### src/design/palm_pkg.sv
`timescale 1ns / 1ps

package palm_pkg;

    // history size default
    localparam int HIST_DEPTH_DEF = 2048;

    // pair field layout
    localparam int DIST_W   = 11;
    localparam int LEN_W    = 4;
    localparam logic [LEN_W-1:0] LEN_BASE = 4'd3;

    // token class bounds
    localparam logic [7:0] TOK_ZERO     = 8'h00;
    localparam logic [7:0] TOK_RUN_MAX  = 8'h08;
    localparam logic [7:0] TOK_LIT_MAX  = 8'h7F;
    localparam logic [7:0] TOK_PAIR_MAX = 8'hBF;
    localparam logic [7:0] TOK_XOR      = 8'h80;
    localparam logic [7:0] CHAR_SPACE   = 8'h20;

    typedef enum logic [1:0] {
        STAT_OK    = 2'd0,
        STAT_TRUNC = 2'd1,
        STAT_ZERO  = 2'd2,
        STAT_FAR   = 2'd3
    } status_t;

    typedef enum logic [1:0] {
        ENG_IDLE,
        ENG_SPACE,
        ENG_PAIR_RD,
        ENG_COPY
    } eng_state_t;

    // one result item from the engine
    typedef struct packed {
        logic [7:0] data;
        logic       byte_valid;
        logic       last_of_run;
        logic       record_end;
        status_t    status;
    } res_t;

endpackage

### src/design/palm_engine.sv
`timescale 1ns / 1ps

module palm_engine #(
    parameter int HIST_DEPTH = palm_pkg::HIST_DEPTH_DEF
) (
    input  logic                          clk,
    input  logic                          rst_n,
    input  logic                          in_valid,
    output logic                          in_stall,
    input  logic [7:0]                    in_byte,
    input  logic                          last_in_record,
    input  logic                          emit_ok,
    output logic                          res_valid,
    output palm_pkg::res_t                res,
    output logic                          mem_we,
    output logic [$clog2(HIST_DEPTH)-1:0] mem_waddr,
    output logic [7:0]                    mem_wdata,
    output logic [$clog2(HIST_DEPTH)-1:0] mem_raddr,
    input  logic [7:0]                    mem_rdata
);

    localparam int AW    = $clog2(HIST_DEPTH);
    localparam int CNT_W = AW + 1;
    localparam logic [CNT_W-1:0] CNT_MAX = CNT_W'(HIST_DEPTH);

    palm_pkg::eng_state_t state_reg, state_next;

    logic [AW-1:0]              wp_reg, wp_next;
    logic [CNT_W-1:0]           bw_reg, bw_next;
    logic [3:0]                 lit_reg, lit_next;
    logic                       pend_reg, pend_next;
    logic [7:0]                 high_reg, high_next;
    logic                       stop_reg, stop_next;
    logic                       last_reg, last_next;
    logic [AW-1:0]              src_reg, src_next;
    logic [palm_pkg::LEN_W-1:0] len_reg, len_next;
    logic [7:0]                 sec_reg, sec_next;

    logic [15:0]                   pair;
    logic [palm_pkg::DIST_W-1:0]   pair_dist;
    logic [palm_pkg::LEN_W-1:0]    pair_len;
    logic                          do_emit;
    logic [7:0]                    emit_data;
    logic                          restart;

    // pair decode
    assign pair      = {high_reg, in_byte};
    assign pair_dist = pair[13:3];
    assign pair_len  = {1'b0, pair[2:0]} + palm_pkg::LEN_BASE;

    // control state
    always_ff @(posedge clk or negedge rst_n)
    begin
        if (!rst_n)
        begin
            state_reg <= palm_pkg::ENG_IDLE;
            wp_reg    <= '0;
            bw_reg    <= '0;
            lit_reg   <= '0;
            pend_reg  <= 1'b0;
            high_reg  <= '0;
            stop_reg  <= 1'b0;
            last_reg  <= 1'b0;
        end
        else
        begin
            state_reg <= state_next;
            wp_reg    <= wp_next;
            bw_reg    <= bw_next;
            lit_reg   <= lit_next;
            pend_reg  <= pend_next;
            high_reg  <= high_next;
            stop_reg  <= stop_next;
            last_reg  <= last_next;
        end
    end

    // copy and space payload
    always_ff @(posedge clk)
    begin
        src_reg <= src_next;
        len_reg <= len_next;
        sec_reg <= sec_next;
    end

    // token decode and copy sequencing
    always_comb
    begin
        state_next = state_reg;
        wp_next    = wp_reg;
        bw_next    = bw_reg;
        lit_next   = lit_reg;
        pend_next  = pend_reg;
        high_next  = high_reg;
        stop_next  = stop_reg;
        last_next  = last_reg;
        src_next   = src_reg;
        len_next   = len_reg;
        sec_next   = sec_reg;
        in_stall   = 1'b1;
        res_valid  = 1'b0;
        res        = '0;
        do_emit    = 1'b0;
        emit_data  = '0;
        restart    = 1'b0;
        mem_raddr  = src_reg;

        unique case (state_reg)
            palm_pkg::ENG_IDLE:
            begin
                in_stall = !emit_ok;
                if (in_valid && emit_ok)
                begin
                    res.last_of_run = 1'b1;
                    res.record_end  = last_in_record;
                    restart         = last_in_record;
                    priority if (stop_reg)
                    begin
                        res_valid  = last_in_record;
                        res.status = palm_pkg::STAT_ZERO;
                    end
                    else if (lit_reg != '0)
                    begin
                        lit_next  = lit_reg - 4'd1;
                        do_emit   = 1'b1;
                        emit_data = in_byte;
                    end
                    else if (pend_reg)
                    begin
                        pend_next = 1'b0;
                        priority if (pair_dist == '0)
                        begin
                            stop_next  = 1'b1;
                            res_valid  = 1'b1;
                            res.status = palm_pkg::STAT_ZERO;
                        end
                        else if (CNT_W'(pair_dist) > bw_reg)
                        begin
                            res_valid  = 1'b1;
                            res.status = palm_pkg::STAT_FAR;
                        end
                        else
                        begin
                            // launch the copy, record end waits for its last byte
                            restart    = 1'b0;
                            src_next   = wp_reg - AW'(pair_dist);
                            len_next   = pair_len;
                            last_next  = last_in_record;
                            state_next = palm_pkg::ENG_PAIR_RD;
                        end
                    end
                    else if (in_byte == palm_pkg::TOK_ZERO)
                    begin
                        do_emit   = 1'b1;
                        emit_data = '0;
                    end
                    else if (in_byte <= palm_pkg::TOK_RUN_MAX)
                    begin
                        lit_next   = in_byte[3:0];
                        res_valid  = last_in_record;
                        res.status = palm_pkg::STAT_OK;
                    end
                    else if (in_byte <= palm_pkg::TOK_LIT_MAX)
                    begin
                        do_emit   = 1'b1;
                        emit_data = in_byte;
                    end
                    else if (in_byte <= palm_pkg::TOK_PAIR_MAX)
                    begin
                        pend_next  = 1'b1;
                        high_next  = in_byte;
                        res_valid  = last_in_record;
                        res.status = palm_pkg::STAT_TRUNC;
                    end
                    else
                    begin
                        // space first, then the byte with its top bit flipped
                        do_emit         = 1'b1;
                        emit_data       = palm_pkg::CHAR_SPACE;
                        res.last_of_run = 1'b0;
                        res.record_end  = 1'b0;
                        restart         = 1'b0;
                        sec_next        = in_byte ^ palm_pkg::TOK_XOR;
                        last_next       = last_in_record;
                        state_next      = palm_pkg::ENG_SPACE;
                    end
                end
            end

            palm_pkg::ENG_SPACE:
            begin
                if (emit_ok)
                begin
                    do_emit         = 1'b1;
                    emit_data       = sec_reg;
                    res.last_of_run = 1'b1;
                    res.record_end  = last_reg;
                    restart         = last_reg;
                    state_next      = palm_pkg::ENG_IDLE;
                end
            end

            palm_pkg::ENG_PAIR_RD:
            begin
                // first history read in flight
                state_next = palm_pkg::ENG_COPY;
            end

            palm_pkg::ENG_COPY:
            begin
                if (emit_ok)
                begin
                    do_emit         = 1'b1;
                    emit_data       = mem_rdata;
                    res.last_of_run = (len_reg == 4'd1);
                    res.record_end  = last_reg && (len_reg == 4'd1);
                    src_next        = src_reg + 1'b1;
                    mem_raddr       = src_reg + 1'b1;
                    len_next        = len_reg - 4'd1;
                    if (len_reg == 4'd1)
                    begin
                        restart    = last_reg;
                        state_next = palm_pkg::ENG_IDLE;
                    end
                end
            end

            default:
            begin
                state_next = palm_pkg::ENG_IDLE;
            end
        endcase

        // data byte goes out and into the history
        if (do_emit)
        begin
            res_valid      = 1'b1;
            res.data       = emit_data;
            res.byte_valid = 1'b1;
            res.status     = palm_pkg::STAT_OK;
            wp_next        = wp_reg + 1'b1;
            if (bw_reg != CNT_MAX)
            begin
                bw_next = bw_reg + 1'b1;
            end
        end

        // record boundary clears all record state
        if (restart)
        begin
            wp_next   = '0;
            bw_next   = '0;
            lit_next  = '0;
            pend_next = 1'b0;
            high_next = '0;
            stop_next = 1'b0;
            last_next = 1'b0;
        end
    end

    assign mem_we    = do_emit;
    assign mem_waddr = wp_reg;
    assign mem_wdata = emit_data;

endmodule

### config.mk
export PLATFORM = sky130hd
export DESIGN_NAME = palm_engine
export DESIGN_NICKNAME = d
export VERILOG_FILES = /design/src/design/palm_pkg.sv /design/src/design/palm_engine.sv
export SDC_FILE = /design/constraint.sdc
export NUM_CORES = 1
export LEC_CHECK = 0
export ABC_AREA = 1
export BUFFER_PORTS_ARGS = -buffer_cell sky130_fd_sc_hd__buf_4
export CAP_MARGIN = 25
export CORE_ASPECT_RATIO = 1.25
export CORE_MARGIN = 2
export CORE_UTILIZATION = 63
export CTS_CLUSTER_DIAMETER = 200
export DETAILED_ROUTE_END_ITERATION = 8
export HOLD_SLACK_MARGIN = 0.1
export PLACE_DENSITY = 0.82
export SYNTH_ARGS = -nofsm -noshare
export SYNTH_HDL_FRONTEND = slang
export SYNTH_SLANG_ARGS = --single-unit
### constraint.sdc
create_clock -name clk -period 2.85 [get_ports clk]
set_input_delay 0.285 -clock clk [delete_from_list [all_inputs] [get_ports clk]]
set_output_delay 0.285 -clock clk [all_outputs]
set_load 0.02 [all_outputs]
==> impl_metrics.tcl, run 1 <==
set metrics [dict create \
    cp.arrival_ns 2.42 \
    grt_max_degree 39 \
    grt_pass1_wl_um 20720 \
    finalSetupViolCount 0 \
    crit_type "flop to output port" \
    die_area_um2 8414 \
    grtUsageMet3_pct 4.770 \
    worstMarginPinSlew_ns 0.9786 \
    initial_core_util_pct 65.48 \
    yosysWarnings 0 \
    synth_area_per_cell_um2 7.331 \
    min-delay-start "in_byte[6]" \
    antenna_found_initial 0 \
    drv_cap 0 \
    r2r_cells 13 \
    drtIter0Drc 368 \
    routed_wl_um 12810 \
    grt_setup_unrepaired "no" \
    track_usage_pct 32.20 \
    path_max_fanout 12 \
    postRouteAntennaNets 0 \
    num_rows 35 \
    largest_reg_flops 12 \
    final.period_utilization_pct 94.96 \
    clk_path_buf_depth 2 \
    r2r_setup_slack_ns 0.47 \
    fin_setup_tns_ns 0 \
    synthAdderAreaFrac_pct 8.417 \
    use_met1_pct 39.11 \
    port_buffers 66 \
    p_leak_nw 2.870 \
    synth-main-ff-cell "dfrtp_1" \
    hold_depth 1 \
    ios 67 \
    grt-ovfl-total 0 \
    cts_max_level 3 \
    dpl_cell_area_um2 5380 \
    final_net_count 783 \
    relSlewSlack_pct 34.46 \
    grt_most_used_layer "met2" \
    status "complete, no violations" \
    max_stage_delay_ns 0.79 \
    hold_slack_ns 0.1587 \
    min_to "sec_reg[6]" \
    timing.rr.end "bw_reg[11]" \
    core_um2 7401 \
    synth_xor_area_share_pct 4.880 \
    yosysUniqueCellTypes 40 \
    via_per_inst 5.832 \
    hold_viol 0 \
    period_minus_slack_ns 2.706 \
    timing.rr.start "bw_reg[7]" \
    worstPathRequired_ns 2.57 \
    peakVddDrop_mv 0.5400 \
    synth-compound-area-share_pct 12.75 \
    drive_gt1_share_pct 16.33 \
    postLayoutCellArea_um2 5637 \
    dp_hpwl_um 9749 \
    insertion_delay_ns 0.35 \
    max_freq_mhz 369.5 \
    hold_class "input port to flop" \
    grt_pass1_vias 4580 \
    seq_area_frac_synth_pct 33.88 \
    wl_per_cell_um 15.48 \
    die_width_um 82.45 \
    route.vias.total 4823 \
    cts_sinks 61 \
    maxSlewViolCount 0 \
    cts_root_buf "clkbuf_8" \
    drc 0 \
    cpMaxStageDelayCell "a31oi_1" \
    finClkSkew_ns 0.01052 \
    powerDensity_nw_per_um2 860.1 \
    crit_path_cell_trace "inv_1 -> ha_1 -> nand3_2 -> a31oi_1 -> o32ai_1 -> buf_4" \
    synth.area.mux_share_pct 0.2066 \
    netlist_area_um2 4846 \
    synth_fp_nets 714 \
    async_reset_ff_share_pct 62.30 \
    ys_ff_latch 61 \
    syn_to_final_growth_pct 16.32 \
    synth-edff-count 23 \
    syn_inst 661 \
    critPathLaunchType "flop" \
    end_kind "output port" \
    dieHeight_um 102.1 \
    synth_top_family_by_area "simple AND/OR/NAND/NOR gates" \
    diodes 0 \
    synth_simple_gate_area_share_pct 29.25 \
    clk_pin_slew_ns 0.08 \
    drt-pass1-iter-count 7 \
    cts_buffers 9 \
    gr-usage-met2_pct 55.58 \
    gp_congestion 0.8852 \
    cts_tree "done" \
]
## logic make-up after synthesis
kind of cell,Yosys count
AOI/OAI and AO/OA,107
muxes,1
adders and majority gates,32
DFF,61
buffers and inverters,118
xor gates and xnor gates,27
and+or+nand+nor,315
## stage by stage
| stage | power, mW | setup WS, ns | cells | utilization (%) |
|---|---|---|---|---|
| CTS | 4.805 | 0.02013 | 825 | 75.77 |
| global placement | 3.856 | 0.4406 | 808 | 72.70 |
| finish | 4.848 | 0.1438 | 827 | 76.16 |
| detailed placement | 3.944 | 0.3619 | 808 | 72.70 |
| global route | 5.229 | 0.007821 | 827 | 76.16 |
| floorplan | 3.202 | 0.6491 | 661 | - |
## layout by cell type, fill, tap and decap left out, drive strengths merged, types with 3 or more instances in the layout
master / synthesis / layout
dfrtp: 38 / 38
xor2: 21 / 21
nor2: 50 / 50
nor3: 15 / 15
inv: 99 / 100
ha: 31 / 31
a21oi: 25 / 25
nand2: 147 / 147
clkinv: 1 / 4
edfxtp: 23 / 23
nand3: 82 / 82
xnor2: 6 / 6
buf: 11 / 75
clkbuf: 7 / 11
o32ai: 14 / 14
o21ai: 58 / 58
o31ai: 3 / 3
nand4: 16 / 16
## critical path, delay by kind of cell (launching register included)
family                     cells  cell delay (ns)
AOI/OAI and AO/OA              2             0.98
DFF                            1             0.40
buffers and inverters          2             0.31
and+or+nand+nor                1             0.20
adders and majority gates      1             0.17
## Yosys cell counts (5+ instances only)
master    instances  share of area [%]
xor2_1           21                3.8
nor2_1           47                3.6
nand2_1         141                 11
o21ai_0          55                5.7
dfrtp_1          38                 20
nand4_1          16                2.1
o32ai_1          14                2.5
edfxtp_1         23                 14
clkbuf_1          7               0.54
xnor2_1           6                1.1
ha_1             31                8.0
nand3_1          81                8.4
buf_6             6                1.4
inv_1            92                7.1
a21oi_1          25                2.6
nor3_1           14                1.4
inv_2             5               0.39
## worst max-delay path by stage
stage | from | endpoint | slack, ns
4_1_cts | lit_reg[0] | res[1] | 0.02
3_3_place_gp | lit_reg[0] | res[0] | 0.44
3_5_place_dp | lit_reg[0] | res[1] | 0.36
2_1_floorplan | bw_reg[7] | res[3] | 0.65
6_report | lit_reg[0] | res[7] | 0.14
5_1_grt | bw_reg[4] | res_valid | 0.008
## report_power, final
group / total, mW / internal, mW / switching [mW] / leakage, nW
combinational: 2.67 / 0.934 / 1.73 / 2.04
sequential: 1.34 / 1.13 / 0.203 / 0.715
clock: 0.845 / 0.480 / 0.366 / 0.115
total: 4.85 / 2.55 / 2.30 / 2.87
## final cells by class
type / instances / area, um^2
timing repair buffer: 76 / 573.1
clock inverter: 5 / 55.05
tap: 92 / 115.1
inverter: 100 / 385.4
fill: 586 / 1764
multi-input combinational: 482 / 2700
clock buffer: 11 / 162.7
sequential: 61 / 1645
## routing by layer
layer	wire length, um	up-vias
met3	508	40
met4	412	0
met5	0	-
li1	-	2362
met2	6618	131
met1	5266	2290
## repair_timing
action                                  4_1_cts  5_1_grt
endpoints found under the setup margin        2       16
endpoints found under the hold margin        38        0
buffers inserted                              0        2
hold buffers                                  1        0
resized for setup                             1        7
No activity file was read; power rests on OpenSTA's default activity.
==> inputs of run 2 (changes only) <==
==> constraint.sdc (replaced) <==
create_clock -name clk -period 2.85 [get_ports clk]
set_input_delay 0.4275 -clock clk [delete_from_list [all_inputs] [get_ports clk]]
set_output_delay 0.4275 -clock clk [all_outputs]
set_load 0.02 [all_outputs]
==> run 2 against run 1 <==
Net effect: setup slack worse by 0.032 ns; power is 2.9% higher; final area up 1.3%; largest cell class unchanged; critical path type unchanged; critical path depth increased by 8; count of clock-buffer cells in the layout shrank 2; worst hold slack better by 0.12 ns; flip-flop and latch count stayed put; via count increased by 1.3%; utilization rose by 0.96 points; clock power about the same; non-clock buffer count grew 1.
==> impl_metrics.tcl, run 2 (same netlist as run 1, synthesis figures left out) <==
set metrics [dict create \
    largest_reg_flops 12 \
    postRouteAntennaNets 0 \
    crit_top_cell "nand2_4" \
    final_cell_mix "nand2_1 (139), inv_1 (87), nand3_1 (80)" \
    diodes 0 \
    drive_gt1_share_pct 17.93 \
    drc 0 \
    path_max_fanout 16 \
    final_common_cell "nand2_1" \
    dp_hpwl_um 9695 \
    cts_max_level 3 \
    peakVddDrop_mv 0.5875 \
    grt_max_degree 39 \
    clk_pin_slew_ns 0.08 \
    routed_wl_um 13190 \
    period_minus_slack_ns 2.738 \
    cp_top_family "simple AND/OR/NAND/NOR gates" \
    place_ws_ns 0.2732 \
    cts_root_buf "clkbuf_8" \
    fin_ws_ns 0.1116 \
    grt_pass1_wl_um 20510 \
    end_kind "output port" \
    regArea_um2 1644 \
    instances_no_fill 828 \
    dp_cells 807 \
    insertion_delay_ns 0.35 \
    finalSetupViolCount 0 \
    critPathBufInv 5 \
    via_per_inst 5.901 \
    drv_cap 0 \
    worstMarginPinSlew_ns 0.6298 \
    p_leak_nw 2.889 \
    cts_tree "done" \
    maxSlewViolCount 0 \
    port_buffers 66 \
    grt_setup_unrepaired "yes" \
    hold_slack_ns 0.2805 \
    grt-ovfl-total 0 \
    cts_buffers 9 \
    track_usage_pct 31.88 \
    max_freq_mhz 365.2 \
    crit_path_cell_trace "inv_4 -> nand2_4 -> inv_4 -> nand3_4 -> clkinv_4 -> nand2_4 -> nor2_2 -> nand2_2 -> nand2_4 -> inv_2 -> nand2_1 -> nor2_1 -> o21a_1 -> buf_4" \
    dieHeight_um 102.1 \
    die_area_um2 8414 \
    syn_to_final_growth_pct 17.79 \
    core_um2 7401 \
    multi_input_area_um2 2756 \
    drt-pass1-iter-count 5 \
    initial_core_util_pct 65.48 \
    antenna_found_initial 0 \
    wl_per_cell_um 15.93 \
    powerDensity_nw_per_um2 873.9 \
    ios 67 \
    power_mw 4.988 \
    nFillCells 585 \
    max_stage_delay_ns 0.52 \
    relSlewSlack_pct 57.57 \
    die_width_um 82.45 \
    cpMaxStageDelayCell "dfrtp_2" \
    grt_pass1_vias 4539 \
    fin_setup_tns_ns 0 \
    finClkSkew_ns 0.01445 \
    status "complete, no violations" \
    route.vias.total 4886 \
    crit_type "flop to output port" \
    critPathLaunchType "flop" \
    final_net_count 784 \
    hold_class "input port to flop" \
    final.period_utilization_pct 96.08 \
    num_rows 35 \
    gp_congestion 0.9219 \
    worstPathRequired_ns 2.42 \
    cp.arrival_ns 2.31 \
    hold_viol 0 \
    drtIter0Drc 413 \
    clk_path_buf_depth 2 \
    cts_sinks 61 \
]
## run 2: power breakdown
| part | switching (mW) | internal, mW |
|---|---|---|
| clock | 0.359 | 0.488 |
| combinational | 1.76 | 1.01 |
| sequential | 0.240 | 1.13 |
## run 2: timing repair
item / in CTS / in global routing
hold buffers: 1 / 0
hold endpoints to repair: 38 / 0
cloned: 0 / 0
resized for setup: 0 / 20
setup buffers: 1 / 3
pin swaps: 0 / 5
endpoints found under the setup margin: 1 / 16
## run 2: path summary, 6_finish.rpt
kind	startpoint	end	slack [ns]	cells after the start
max reg2reg	bw_reg[7]	mem_waddr[3]	0.43	13
min in group asynchronous	rst_n	mem_waddr[10]	0.58	2
min	in_byte[6]	sec_reg[6]	0.28	1
min reg2reg	lit_reg[1]	lit_reg[1]	0.54	2
max	state_reg[1]	res[0]	0.11	14
max in group asynchronous	rst_n	state_reg[1]	1.89	2
## run 2: cell type report
class	instances	share of cell area [%]
Multi-Input combinational cell	482	48.29
Sequential cell	61	28.80
Timing Repair Buffer	77	10.39
Inverter	100	6.795
Clock buffer	9	2.170
Tap cell	92	2.017
Clock inverter	7	1.534
## run 2: per-layer routing
layer / wire length [um] / vias up / track usage [%] / share of wire (%)
met3: 664 / 51 / 3.622 / 5.0
met4: 547 / 0 / 14.74 / 4.1
met2: 6708 / 191 / 56.33 / 51
met1: 5268 / 2286 / 38.23 / 40
li1: - / 2358 / - / -
met5: 0 / - / 0 / 0
## run 2: stage by stage
stage	utilization, %	area [um^2]
after floorplan	-	4846
after global placement	72.76	5385
after detailed placement	72.76	5385
after CTS	75.86	5614
after global routing	77.13	5708
final	77.13	5708
